<file path="config.mk">
export PLATFORM = sky130hd
export DESIGN_NAME = boolean_infix_evaluator_flat
export DESIGN_NICKNAME = d
export VERILOG_FILES = /design/src/sv/bie_pkg.sv /design/src/sv/bie_if.sv /design/src/sv/boolean_infix_evaluator.sv /design/src/sv/bie_ram.sv /design/src/flat_wrapper.sv
export SDC_FILE = /design/constraint.sdc
export NUM_CORES = 1
export LEC_CHECK = 0
export BUFFER_PORTS_ARGS = -buffer_cell sky130_fd_sc_hd__buf_2
export CAP_MARGIN = 25
export CORE_MARGIN = 5
export CORE_UTILIZATION = 55
export CTS_CLUSTER_SIZE = 24
export DETAILED_ROUTE_END_ITERATION = 7
export GPL_ROUTABILITY_DRIVEN = 1
export GPL_TIMING_DRIVEN = 0
export PLACE_DENSITY = 0.71
export SYNTH_ARGS = -nofsm -noshare
export SYNTH_HDL_FRONTEND = slang
export SYNTH_SLANG_ARGS = --single-unit
</file>
<file path="constraint.sdc">
create_clock -name i_clk -period 7.4 [get_ports i_clk]
set_clock_uncertainty 0.05 [all_clocks]
set_input_delay 1.48 -clock i_clk [delete_from_list [all_inputs] [get_ports i_clk]]
set_output_delay 1.48 -clock i_clk [all_outputs]
set_load 0.05 [all_outputs]
</file>
<file path="src/sv/bie_pkg.sv">
// Shared types and constants for the boolean infix evaluator.
// No dependencies; imported by the interfaces and the top level.
package bie_pkg;

    // Operator stack codes; the code value doubles as the precedence.
    typedef enum logic [1:0] {
        OP_LPAR = 2'd0,
        OP_OR   = 2'd1,
        OP_AND  = 2'd2,
        OP_NOT  = 2'd3
    } t_op;

    typedef enum logic [1:0] {
        ST_OK        = 2'd0,
        ST_UNKNOWN   = 2'd1,
        ST_OVERFLOW  = 2'd2,
        ST_MALFORMED = 2'd3
    } t_status;

    localparam logic [7:0] CH_SPACE = 8'h20;
    localparam logic [7:0] CH_LPAR  = 8'h28;
    localparam logic [7:0] CH_RPAR  = 8'h29;
    localparam logic [7:0] CH_ZERO  = 8'h30;
    localparam logic [7:0] CH_ONE   = 8'h31;
    localparam logic [7:0] CH_A     = 8'h61;
    localparam logic [7:0] CH_Z     = 8'h7A;
    localparam logic [7:0] CH_AND   = 8'h26;
    localparam logic [7:0] CH_OR    = 8'h7C;
    localparam logic [7:0] CH_NOT   = 8'h7E;

    function automatic logic [1:0] prec(input t_op op);
        logic [1:0] p;
        case (op)
            OP_OR:   p = 2'd1;
            OP_AND:  p = 2'd2;
            OP_NOT:  p = 2'd3;
            default: p = 2'd0;
        endcase
        return p;
    endfunction

endpackage

</file>
<file path="src/sv/bie_if.sv">
// Valid/ready channel interfaces for the evaluator's input and result.
// Depends on bie_pkg.
interface bie_in_if import bie_pkg::*; ();
    logic       valid;
    logic       ready;
    logic [7:0] char_code;
    logic       var_value;
    logic       last_char;

    modport source (output valid, char_code, var_value, last_char, input ready);
    modport sink   (input valid, char_code, var_value, last_char, output ready);
endinterface

interface bie_out_if import bie_pkg::*; ();
    logic       valid;
    logic       ready;
    logic       truth;
    logic [1:0] status;

    modport source (output valid, truth, status, input ready);
    modport sink   (input valid, truth, status, output ready);
endinterface

</file>
<file path="src/sv/boolean_infix_evaluator.sv">
// Steps: a plain character is taken directly; each reduction is a loop check, a RAM read and a write.
// '&'/'|' add a push, ')' adds the '(' pop and the stack-top reload.
// The last character then drains: one reduction per pending operator, then close and post.
// Throughput: one character at a time; input stalls during reductions and while a result waits.
// Reset (synchronous, active low) empties both stacks, clears the error latch and the
// output valid flag; stack RAM contents are not cleared.
module boolean_infix_evaluator import bie_pkg::*; #(
    parameter int STACK_DEPTH = 64
) (
    input  logic      i_clk,
    input  logic      i_rst_n,
    bie_in_if.sink    i_in,
    bie_out_if.source o_out
);

    localparam int CW = $clog2(STACK_DEPTH + 1);
    localparam int AW = $clog2(STACK_DEPTH);
    localparam logic [CW-1:0] DEPTH_C = CW'(STACK_DEPTH);

    typedef enum logic [7:0] {
        S_IDLE   = 8'b0000_0001,
        S_RPAR   = 8'b0000_0010,
        S_POPW   = 8'b0000_0100,
        S_OPLOOP = 8'b0000_1000,
        S_RED    = 8'b0001_0000,
        S_RED2   = 8'b0010_0000,
        S_DRAIN  = 8'b0100_0000,
        S_FIN    = 8'b1000_0000
    } t_state;

    t_state          r_state, n_state;
    t_state          r_ret, n_ret;
    logic [CW-1:0]   r_ot, n_ot;
    logic [CW-1:0]   r_bt, n_bt;
    t_op             r_opc, n_opc;      // cached top of operator stack
    logic            r_b0, n_b0;        // cached top of operand stack
    t_status         r_err, n_err;
    logic            r_last, n_last;
    t_op             r_pend, n_pend;
    t_op             r_red_op, n_red_op;
    logic            r_out_valid, n_out_valid;
    logic            r_truth, n_truth;
    t_status         r_status, n_status;

    logic            op_we, bit_we;
    logic [AW-1:0]   op_waddr, op_raddr, bit_waddr, bit_raddr;
    logic [1:0]      op_wdata, op_rd;
    logic            bit_wdata, bit_rd;

    logic            push_op_req, push_bit_req;
    t_op             push_op_val;
    logic            push_bit_val;
    logic            res;
    t_status         fin_status;
    t_state          after_state;

    logic [CW-1:0]   ot_m1, ot_m2, bt_m1, bt_m2;

    assign ot_m1 = r_ot - CW'(1);
    assign ot_m2 = r_ot - CW'(2);
    assign bt_m1 = r_bt - CW'(1);
    assign bt_m2 = r_bt - CW'(2);
    assign after_state = r_last ? S_DRAIN : S_IDLE;

    bie_ram #(.WIDTH(2), .DEPTH(STACK_DEPTH)) u_op_ram (
        .i_clk   (i_clk),
        .i_we    (op_we),
        .i_waddr (op_waddr),
        .i_wdata (op_wdata),
        .i_raddr (op_raddr),
        .o_rdata (op_rd)
    );

    bie_ram #(.WIDTH(1), .DEPTH(STACK_DEPTH)) u_bit_ram (
        .i_clk   (i_clk),
        .i_we    (bit_we),
        .i_waddr (bit_waddr),
        .i_wdata (bit_wdata),
        .i_raddr (bit_raddr),
        .o_rdata (bit_rd)
    );

    always_comb begin
        n_state      = r_state;
        n_ret        = r_ret;
        n_ot         = r_ot;
        n_bt         = r_bt;
        n_opc        = r_opc;
        n_b0         = r_b0;
        n_err        = r_err;
        n_last       = r_last;
        n_pend       = r_pend;
        n_red_op     = r_red_op;
        n_out_valid  = r_out_valid && !o_out.ready;
        n_truth      = r_truth;
        n_status     = r_status;
        op_we        = 1'b0;
        op_waddr     = r_ot[AW-1:0];
        op_wdata     = 2'(OP_LPAR);
        op_raddr     = ot_m2[AW-1:0];
        bit_we       = 1'b0;
        bit_waddr    = r_bt[AW-1:0];
        bit_wdata    = 1'b0;
        bit_raddr    = bt_m2[AW-1:0];
        push_op_req  = 1'b0;
        push_op_val  = OP_LPAR;
        push_bit_req = 1'b0;
        push_bit_val = 1'b0;
        res          = 1'b0;
        fin_status   = r_err;

        unique case (r_state)
            S_IDLE: begin
                if (i_in.valid) begin
                    n_last  = i_in.last_char;
                    n_state = i_in.last_char ? S_DRAIN : S_IDLE;
                    if (r_err == ST_OK) begin
                        case (i_in.char_code) inside
                            CH_SPACE: ;
                            CH_LPAR: begin
                                push_op_req = 1'b1;
                                push_op_val = OP_LPAR;
                            end
                            CH_RPAR: n_state = S_RPAR;
                            CH_ZERO, CH_ONE: begin
                                push_bit_req = 1'b1;
                                push_bit_val = i_in.char_code[0];
                            end
                            [CH_A:CH_Z]: begin
                                push_bit_req = 1'b1;
                                push_bit_val = i_in.var_value;
                            end
                            CH_NOT: begin
                                push_op_req = 1'b1;
                                push_op_val = OP_NOT;
                            end
                            CH_AND, CH_OR: begin
                                n_pend  = (i_in.char_code == CH_OR) ? OP_OR : OP_AND;
                                n_state = S_OPLOOP;
                            end
                            default: n_err = ST_UNKNOWN;
                        endcase
                    end
                end
            end
            S_RPAR: begin
                if (r_err != ST_OK) begin
                    n_state = after_state;
                end else if (r_ot == '0) begin
                    n_err   = ST_MALFORMED;
                    n_state = after_state;
                end else if (r_opc == OP_LPAR) begin
                    n_ot    = ot_m1;
                    n_state = S_POPW;
                end else begin
                    n_ret   = S_RPAR;
                    n_state = S_RED;
                end
            end
            S_POPW: begin
                n_opc   = t_op'(op_rd);
                n_state = after_state;
            end
            S_OPLOOP: begin
                if (r_err != ST_OK) begin
                    n_state = after_state;
                end else if (r_ot != '0 && r_opc != OP_LPAR &&
                             prec(r_pend) <= prec(r_opc)) begin
                    n_ret   = S_OPLOOP;
                    n_state = S_RED;
                end else begin
                    push_op_req = 1'b1;
                    push_op_val = r_pend;
                    n_state     = after_state;
                end
            end
            S_RED: begin
                // fetch the new operator top and the second operand
                if (r_ot == '0 || r_opc == OP_LPAR ||
                    (r_opc == OP_NOT && r_bt == '0) ||
                    (r_opc != OP_NOT && r_bt < CW'(2))) begin
                    if (r_err == ST_OK) begin
                        n_err = ST_MALFORMED;
                    end
                    n_state = r_ret;
                end else begin
                    n_red_op = r_opc;
                    n_state  = S_RED2;
                end
            end
            S_RED2: begin
                n_opc = t_op'(op_rd);
                n_ot  = ot_m1;
                if (r_red_op == OP_NOT) begin
                    res       = ~r_b0;
                    bit_waddr = bt_m1[AW-1:0];
                end else begin
                    res       = (r_red_op == OP_OR) ? (bit_rd | r_b0) : (bit_rd & r_b0);
                    bit_waddr = bt_m2[AW-1:0];
                    n_bt      = bt_m1;
                end
                bit_we    = 1'b1;
                bit_wdata = res;
                n_b0      = res;
                n_state   = r_ret;
            end
            S_DRAIN: begin
                if (r_err != ST_OK || r_ot == '0) begin
                    n_state = S_FIN;
                end else begin
                    n_ret   = S_DRAIN;
                    n_state = S_RED;
                end
            end
            S_FIN: begin
                if (!r_out_valid || o_out.ready) begin
                    if (r_err == ST_OK && r_bt != CW'(1)) begin
                        fin_status = ST_MALFORMED;
                    end
                    n_status    = fin_status;
                    n_truth     = (fin_status == ST_OK) ? r_b0 : 1'b0;
                    n_out_valid = 1'b1;
                    n_ot        = '0;
                    n_bt        = '0;
                    n_err       = ST_OK;
                    n_state     = S_IDLE;
                end
            end
            default: n_state = S_IDLE;
        endcase

        if (push_op_req) begin
            if (r_ot >= DEPTH_C) begin
                n_err = ST_OVERFLOW;
            end else begin
                op_we    = 1'b1;
                op_wdata = 2'(push_op_val);
                n_opc    = push_op_val;
                n_ot     = r_ot + CW'(1);
            end
        end
        if (push_bit_req) begin
            if (r_bt >= DEPTH_C) begin
                n_err = ST_OVERFLOW;
            end else begin
                bit_we    = 1'b1;
                bit_wdata = push_bit_val;
                n_b0      = push_bit_val;
                n_bt      = r_bt + CW'(1);
            end
        end
    end

    always_ff @(posedge i_clk) begin
        if (!i_rst_n) begin
            r_state     <= S_IDLE;
            r_ot        <= '0;
            r_bt        <= '0;
            r_err       <= ST_OK;
            r_out_valid <= 1'b0;
        end else begin
            r_state     <= n_state;
            r_ot        <= n_ot;
            r_bt        <= n_bt;
            r_err       <= n_err;
            r_out_valid <= n_out_valid;
        end
    end

    always_ff @(posedge i_clk) begin
        r_ret    <= n_ret;
        r_opc    <= n_opc;
        r_b0     <= n_b0;
        r_last   <= n_last;
        r_pend   <= n_pend;
        r_red_op <= n_red_op;
        r_truth  <= n_truth;
        r_status <= n_status;
    end

    assign i_in.ready   = (r_state == S_IDLE);
    assign o_out.valid  = r_out_valid;
    assign o_out.truth  = r_truth;
    assign o_out.status = r_status;

    a_depth_bound: assert property (@(posedge i_clk) disable iff (!i_rst_n)
        r_ot <= DEPTH_C && r_bt <= DEPTH_C)
        else $error("stack count beyond depth");

    a_clear_after_result: assert property (@(posedge i_clk) disable iff (!i_rst_n)
        (r_state == S_FIN && (!r_out_valid || o_out.ready)) |=>
            (r_ot == '0 && r_bt == '0 && r_err == ST_OK && r_out_valid))
        else $error("stacks not cleared after result");

    a_error_sticky: assert property (@(posedge i_clk) disable iff (!i_rst_n)
        (r_err != ST_OK && r_state != S_FIN) |=> $stable(r_err))
        else $error("error latch changed before result");

    a_truth_on_error: assert property (@(posedge i_clk) disable iff (!i_rst_n)
        (o_out.valid && o_out.status != ST_OK) |-> !o_out.truth)
        else $error("nonzero truth with error status");

endmodule

</file>
<file path="src/sv/bie_ram.sv">
// Generic single-write, single-read RAM with registered read data.
// No dependencies.
module bie_ram #(
    parameter int  WIDTH = 1,
    parameter int  DEPTH = 64,
    localparam int AW    = $clog2(DEPTH)
) (
    input  logic             i_clk,
    input  logic             i_we,
    input  logic [AW-1:0]    i_waddr,
    input  logic [WIDTH-1:0] i_wdata,
    input  logic [AW-1:0]    i_raddr,
    output logic [WIDTH-1:0] o_rdata
);

    logic [WIDTH-1:0] r_mem [DEPTH];
    logic [WIDTH-1:0] r_rdata;

    always_ff @(posedge i_clk) begin
        if (i_we) begin
            r_mem[i_waddr] <= i_wdata;
        end
        r_rdata <= r_mem[i_raddr];
    end

    assign o_rdata = r_rdata;

endmodule

</file>
<file path="src/flat_wrapper.sv">
// flat-port wrapper written by rule: the top's interface ports become plain ports
module boolean_infix_evaluator_flat import bie_pkg::*;
#(
    parameter int STACK_DEPTH = 64
)
  (i_clk, i_rst_n, i_in_valid, i_in_char_code, i_in_var_value, i_in_last_char, i_in_ready, o_out_valid, o_out_truth, o_out_status, o_out_ready);
  bie_in_if i_in_i ();
  bie_out_if o_out_i ();
  input  logic i_clk;
  input  logic i_rst_n;
  input wire logic [$bits(i_in_i.valid)-1:0] i_in_valid;
  input wire logic [$bits(i_in_i.char_code)-1:0] i_in_char_code;
  input wire logic [$bits(i_in_i.var_value)-1:0] i_in_var_value;
  input wire logic [$bits(i_in_i.last_char)-1:0] i_in_last_char;
  output wire logic [$bits(i_in_i.ready)-1:0] i_in_ready;
  output wire logic [$bits(o_out_i.valid)-1:0] o_out_valid;
  output wire logic [$bits(o_out_i.truth)-1:0] o_out_truth;
  output wire logic [$bits(o_out_i.status)-1:0] o_out_status;
  input wire logic [$bits(o_out_i.ready)-1:0] o_out_ready;
  assign i_in_i.valid = i_in_valid;
  assign i_in_i.char_code = i_in_char_code;
  assign i_in_i.var_value = i_in_var_value;
  assign i_in_i.last_char = i_in_last_char;
  assign i_in_ready = i_in_i.ready;
  assign o_out_valid = o_out_i.valid;
  assign o_out_truth = o_out_i.truth;
  assign o_out_status = o_out_i.status;
  assign o_out_i.ready = o_out_ready;
  boolean_infix_evaluator #(.STACK_DEPTH(STACK_DEPTH)) u_core (.i_clk(i_clk), .i_rst_n(i_rst_n), .i_in(i_in_i), .o_out(o_out_i));
endmodule
</file>
# Word level (Yosys, flattened, before mapping)
# Memories as Yosys holds them, arrays and structs flattened. A register that Yosys moved wholly into a read port is not among the register bits.
# Cells that the tools add are included.
# word_totals
ff_bits,44
inputBits,14
out_inout_bits,5
wordCells,235
mem_bits_rw,192
memories,2
# mem_list
name,depth,width,read_ports,rd_clocked_by_memory_dff,write_ports,line_no,source
u_core.u_op_ram.r_mem,64,2,1,1,1,bie_ram.sv:16,logic [WIDTH-1:0] r_mem [DEPTH];
u_core.u_bit_ram.r_mem,64,1,1,1,1,bie_ram.sv:16,
# op_classes
add_sub_neg,6
n_mux,132
eq_ne,34
order_cmp,6
bitwise,10
reduce_logical,32
# op_table
operator,n
two-way mux 8 bit,22
two-way mux 7 bit,12
two-way mux 2 bit,41
one-hot mux 8 bit (8 select lines),1
equality test 8 x 6 -> 1 bit (second input constant),7
two-way mux 1 bit,45
equality test 8 x 7 -> 1 bit (second input constant),3
one-hot mux 8 bit (3 select lines),1
one-hot mux 7 bit (3 select lines),1
adder 7 x 1 -> 7 bit (second input constant),2
>= comparator 7 bit (second input constant),2
zero test 7 bit,2
inequality test 2 bit (second input constant),7
one-hot mux 7 bit (2 select lines),1
subtractor 7 x 1 -> 7 bit (second input constant),2
two-way mux 6 bit,2
one-hot mux 2 bit (3 select lines),2
subtractor 6 x 2 -> 6 bit (second input constant),2
equality test 2 bit (second input constant),5
AND reduction 10 bit,1
equality test 8 x 1 -> 1 bit (second input constant),1
equality test 8 x 2 -> 1 bit (second input constant),1
equality test 8 x 3 -> 1 bit (second input constant),1
equality test 8 x 4 -> 1 bit (second input constant),1
26 further kinds,55

# Longest topological paths before layout
# logic_depth
depth_word,16
mapped_depth,11
ltp_nobuf,8

# Hierarchy
# From an unflattened synthesis, not the netlist that was laid out.
# hier_totals
hier_cells,910
hier_area_um2,11349.6
# by_module_without_submodules
mod,area_per_inst_um2,seq_area_each_um2,cells_each,instances
bie_ram at u_core.u_op_ram,5397.7,3883.7,324,1
boolean_infix_evaluator,2992.9,890.9,381,1
bie_ram at u_core.u_bit_ram,2959.1,1941.9,205,1

# Worst setup path after synthesis
# No wires, ideal clock.
# synth_timing
path_type,input port to flip-flop
start,input port i_in_char_code[1]
end,memory u_core.u_op_ram.r_mem[0][1] (data pin)
arrival_ps,4407
setup_ps,499
path_buffers,1
path_slack_ps,2444
stages,6
required_time_ps,6851
cell_sequence,or4_4 > a2111o_1 > nor2_4 > o21ai_1 > clkbuf_1 > nor2_1
# synth_between
elab_chain_len,12
word_cells_on_any_way,30
cone_classes,2 x order compare; 6 x eq/ne; 20 x mux; 2 x reduce/logical
# synth_lines
item,line_no,source
"start, declared",flat_wrapper.sv:12,input wire logic [$bits(i_in_i.char_code)-1:0] i_in_char_code;
>= comparator 8 x 7 -> 1 bit (no source line) (tied with other cells),-,
logical AND 1 bit (no source line) / two-way mux 2 bit (equally long branches),-,
two-way mux 2 bit (5 in a row),boolean_infix_evaluator.sv:118,case (i_in.char_code) inside
two-way mux 2 bit,boolean_infix_evaluator.sv:117,if (r_err == ST_OK) begin
two-way mux 2 bit,boolean_infix_evaluator.sv:114,if (i_in.valid) begin
one-hot mux 2 bit (2 select lines),boolean_infix_evaluator.sv:112,unique case (r_state)
two-way mux 2 bit,boolean_infix_evaluator.sv:233,if (r_ot >= DEPTH_C) begin
two-way mux 2 bit (*),boolean_infix_evaluator.sv:232,if (push_op_req) begin
net u_core.op_wdata[1],boolean_infix_evaluator.sv:47,"logic [1:0] op_wdata, op_rd;"
"end, declared",bie_ram.sv:16,
# Mark *: on every way through the listed nets, which the timed path passes. The rest lies on a longest branch.

# Worst setup path in the final report
# layout_timing
start,register u_core.r_ot[1]
end,memory u_core.u_op_ram.r_mem[15][0] (data pin)
# layout_between
elab_chain_len,8
word_cells_on_any_way,12
cone_classes,1 x order compare; 8 x mux; 3 x reduce/logical
# layout_lines
item,line_no,source
"start, declared",boolean_infix_evaluator.sv:33,"logic [CW-1:0] r_ot, n_ot;"
"start signal, assigned",boolean_infix_evaluator.sv:263,r_ot <= n_ot;
nonzero test 7 bit,boolean_infix_evaluator.sv:167,end else if (r_ot != '0 && r_opc != OP_LPAR &&
logical AND 1 bit (2 in a row),boolean_infix_evaluator.sv:167,
two-way mux 2 bit,boolean_infix_evaluator.sv:167,
two-way mux 2 bit,boolean_infix_evaluator.sv:165,if (r_err != ST_OK) begin
one-hot mux 2 bit (2 select lines),boolean_infix_evaluator.sv:112,
two-way mux 2 bit,boolean_infix_evaluator.sv:233,
two-way mux 2 bit (*),boolean_infix_evaluator.sv:232,
net u_core.op_wdata[0],boolean_infix_evaluator.sv:47,
# Marked as above.

==> metrics.txt <==
EDFF count, synth 203; routed vias 7,218; # setup viols final 0; layout cells sized above 1 18.6%; Psw 0.566 mW; reg2reg end u_core.u_op_ram.r_mem[15][0]; Setup Fix Bufs, Post-CTS 0; Starting Density 55.9%; Post-Synth XOR/XNOR Area 1.45%; post-synthesis compound-gate area fraction 7.33%; crit-path max cell delay 580 ps; fillers 1,507; root buf cell clkbuf_16; Clock Latency Late Sink 520 ps; Total Nets Final 917; area post-placement 11,800 µm²; syn_nets 870; Antenna Cells 0; Reg2Reg Depth 11; Via-to-Cell Ratio 6.15; reg-to-reg startpoint u_core.r_ot[1]; antenna violations before repair 0; H-tree levels 1; Sw Ratio 20.9%; post-route clock period utilization 58.3%; largest family of logic cells by synthesized area simple AND/OR/NAND/NOR gates; post-route DRC violation count 0; cts hold-fix bufs 0; register area share after synthesis 59.3%; Critical Path Fanout Max 39; Clk pwr share 43.7%; Simple-Gate Fraction of Synth Area 15.0%; largest net degree at the start of global routing 57; CP bufs+invs 5; min cycle time layout 4310 ps; Post-Syn Area per Cell 13.5 µm²; Area Growth Syn to Fin 11.2%; RSZ-0062 raised after global routing false; final instance area 12,600 µm²; multiplexer share of the synthesized area 12.8%; IO Count 19; delay-heaviest family, CP buffers and inverters; synth unique cells 84; Reg power frac 52.7%; CTS buffer count 25; Post-Syn Instances 839; Final ANT Viol Nets 0; hold depth 2; # resized after CTS 0; Sink Count 234; routability cong. 0.860; Synth Register Bits 234; vias in the first global route 7,425; Cell Pwr Density 215 nW/µm²; # port buffers 16; Crit path required time 7590 ps; Total Neg Setup Slack 0 ps; post-synthesis adder-cell area fraction 1.88%; Pins Over Slew Limit 0; worst vdd ir 0.000179 V; Tightest Pin Transition 995 ps; Internal 2.14 mW; Initial DRT Pass Iterations 6; outcome finished, final reports clean; Seq. cell area 6720 µm²; crit-path cells clkbuf_1 > buf_1 > inv_1 > ha_1 > nor2b_1 > a21oi_1 > a211oi_2 > o21ai_1 > clkbuf_1 > nor2_4 > buf_12; min-delay worst type reg -> reg; Core ar. 20,200 µm²; clock tree from TritonCTS yes; CP Class reg -> reg; YS warnings 0; Hold EP u_core.r_state[3]; critical path launch point type flip-flop; crit path DAT 4500 ps; asr flop ratio synth 0%; Die Wd 153 µm; dpl hpwl 16.6 mm; Multi-input gate area 4370 µm²; Hold Crit Start u_core.r_ret[3]; first-pass GRT wire length 40.3 mm; combinational share of power 3.6%; gr ovfl total 0; Routed WL 24.9 mm; Leakage 4.29 nW; Top FF cell, synth edfxtp_1; DIE AREA 23,500 µm²; crit path capture type flip-flop; max_cap viols 0; worst rel slew slack 32.7%; r2r setup slk 3090 ps; wire length per cell 21.2 µm; First DRT Iteration DRCs 702; GRT Resource Usage Total 21.3%; crit path max-delay cell type buf_1; mapped cell area 11,300 µm²; die height 153 µm; final hold vios 0; clk buf depth 3; clock-pin slew on the worst setup and hold paths 60 ps; fmax 232 MHz; Rows 52; Critical Path Most Common Cell clkbuf_1
-- worst register-to-register path, delay by kind of cell, from the launching register on --
family | cells | cell delay (ps)
flops | 1 | 390
compound gates | 3 | 950
simple gates | 2 | 400
fa+ha+maj | 1 | 260
buf+inv | 5 | 1990
-- layout by cell type, fill, tap and decap left out, types with 6 or more instances in the layout --
cell,count
mux4_2,59
xor2_1,7
a21oi_1,27
o21ai_0,23
nor4_1,7
clkbuf_16,25
nor2_2,8
dfxtp_1,31
buf_1,8
clkbuf_1,30
buf_2,22
nand4b_1,6
edfxtp_1,203
ha_1,17
inv_1,16
nand2b_1,7
nor2_1,156
nor3_1,11
xnor2_1,8
clkinv_1,9
nand3_1,16
nand2_1,42
nor2b_1,11
nand4_1,9
and3_1,7
-- registers in the layout, summed over array words and instances, names as in the netlist, 2 cells and up --
register                 count
u_core.o_out.status          2
u_core.r_bt                  7
u_core.r_err                 2
u_core.r_opc                 2
u_core.r_ot                  7
u_core.r_pend                2
u_core.r_red_op              2
u_core.r_ret                 3
u_core.r_state               8
u_core.u_bit_ram.r_mem      64
u_core.u_op_ram.o_rdata      2
u_core.u_op_ram.r_mem      128
-- final cells by class --
class | instances | area share, %
flip-flops and latches | 234 | 53.3
repair buffers | 20 | 1.20
inverters | 16 | 0.477
multi-input cells | 545 | 34.7
clock buffers | 29 | 5.09
plain buffers | 44 | 1.52
clock inverters | 16 | 0.994
well taps | 270 | 2.68
-- cell families (layout without fill, tap and decap cells) --
kind of cell               count (synthesis)  count (layout)
AOI/OAI and AO/OA                        117             117
xor gates and xnor gates                  17              17
adders and majority gates                 17              17
buffers and inverters                     60             125
DFF                                      234             234
muxes                                     70              70
and+or+nand+nor                          324             324
-- power groups by stage --
stage	Sequential [mW]	Combinational [mW]	Clock, mW
2_1_floorplan	1.45	0.0695	0
3_3_place_gp	1.46	0.0952	0
3_5_place_dp	1.46	0.0955	0
4_1_cts	1.43	0.0963	1.20
5_1_grt	1.43	0.106	1.26
6_report	1.43	0.0968	1.18
-- worst max path at each step --
| stage | startpoint | end | cells after the start |
|---|---|---|---|
| after CTS | u_core.r_ot[1] | u_core.u_op_ram.r_mem[15][0] | 11 |
| after floorplan | i_in_char_code[1] | u_core.u_op_ram.r_mem[0][1] | 6 |
| after detailed placement | i_in_char_code[1] | u_core.u_bit_ram.r_mem[14] | 8 |
| after global routing | u_core.r_ot[1] | u_core.u_op_ram.r_mem[14][0] | 11 |
| after global placement | i_in_char_code[2] | u_core.u_op_ram.r_mem[14][0] | 7 |
| final | u_core.r_ot[1] | u_core.u_op_ram.r_mem[15][0] | 11 |
-- through the flow --
| stage | utilization [%] | hold slack, ps | power (mW) | std cells | setup WS, ps |
|---|---|---|---|---|---|
| after floorplan | - | 397 | 1.52 | 839 | 2440 |
| after global placement | 58.0 | 436 | 1.55 | 1125 | 535 |
| after detailed placement | 58.4 | 448 | 1.55 | 1129 | 3060 |
| after CTS | 62.2 | 451 | 2.72 | 1174 | 3090 |
| after global routing | 62.2 | 484 | 2.80 | 1174 | 2770 |
| final | 62.2 | 448 | 2.71 | 1174 | 3090 |
-- synthesized netlist by cell type (4+ instances only) --
cell / n / share of area, %
mux2i_1: 5 / 0.44
nand3_1: 16 / 0.71
and3_1: 7 / 0.39
nor2_2: 8 / 0.44
nor2b_1: 11 / 0.61
a211oi_1: 5 / 0.33
buf_2: 6 / 0.27
a31oi_1: 4 / 0.22
buf_1: 8 / 0.27
and2_1: 4 / 0.22
nor3_1: 11 / 0.49
mux2_2: 5 / 0.50
clkbuf_1: 26 / 0.86
nand4b_1: 6 / 0.46
inv_1: 16 / 0.53
nand3_4: 4 / 0.62
nand2_1: 42 / 1.4
nand3_2: 5 / 0.44
dfxtp_1: 31 / 5.5
edfxtp_1: 203 / 54
mux4_2: 59 / 12
xor2_1: 7 / 0.54
a221o_1: 4 / 0.35
nor2_1: 158 / 5.2
xnor2_1: 8 / 0.62
o21ai_0: 23 / 1.0
ha_1: 17 / 1.9
a21oi_1: 27 / 1.2
a21boi_0: 4 / 0.27
nand4_1: 9 / 0.50
nor4_1: 7 / 0.39
nand2b_1: 8 / 0.44
-- layer usage --
layer	vias to the layer above	routed length [µm]	GRT usage [%]
li1	3329	-	-
met1	3612	10600	30.2
met2	231	12200	35.5
met3	46	1460	2.86
met4	0	564	5.26
met5	-	0	0
(Power assumes the default switching activity.)
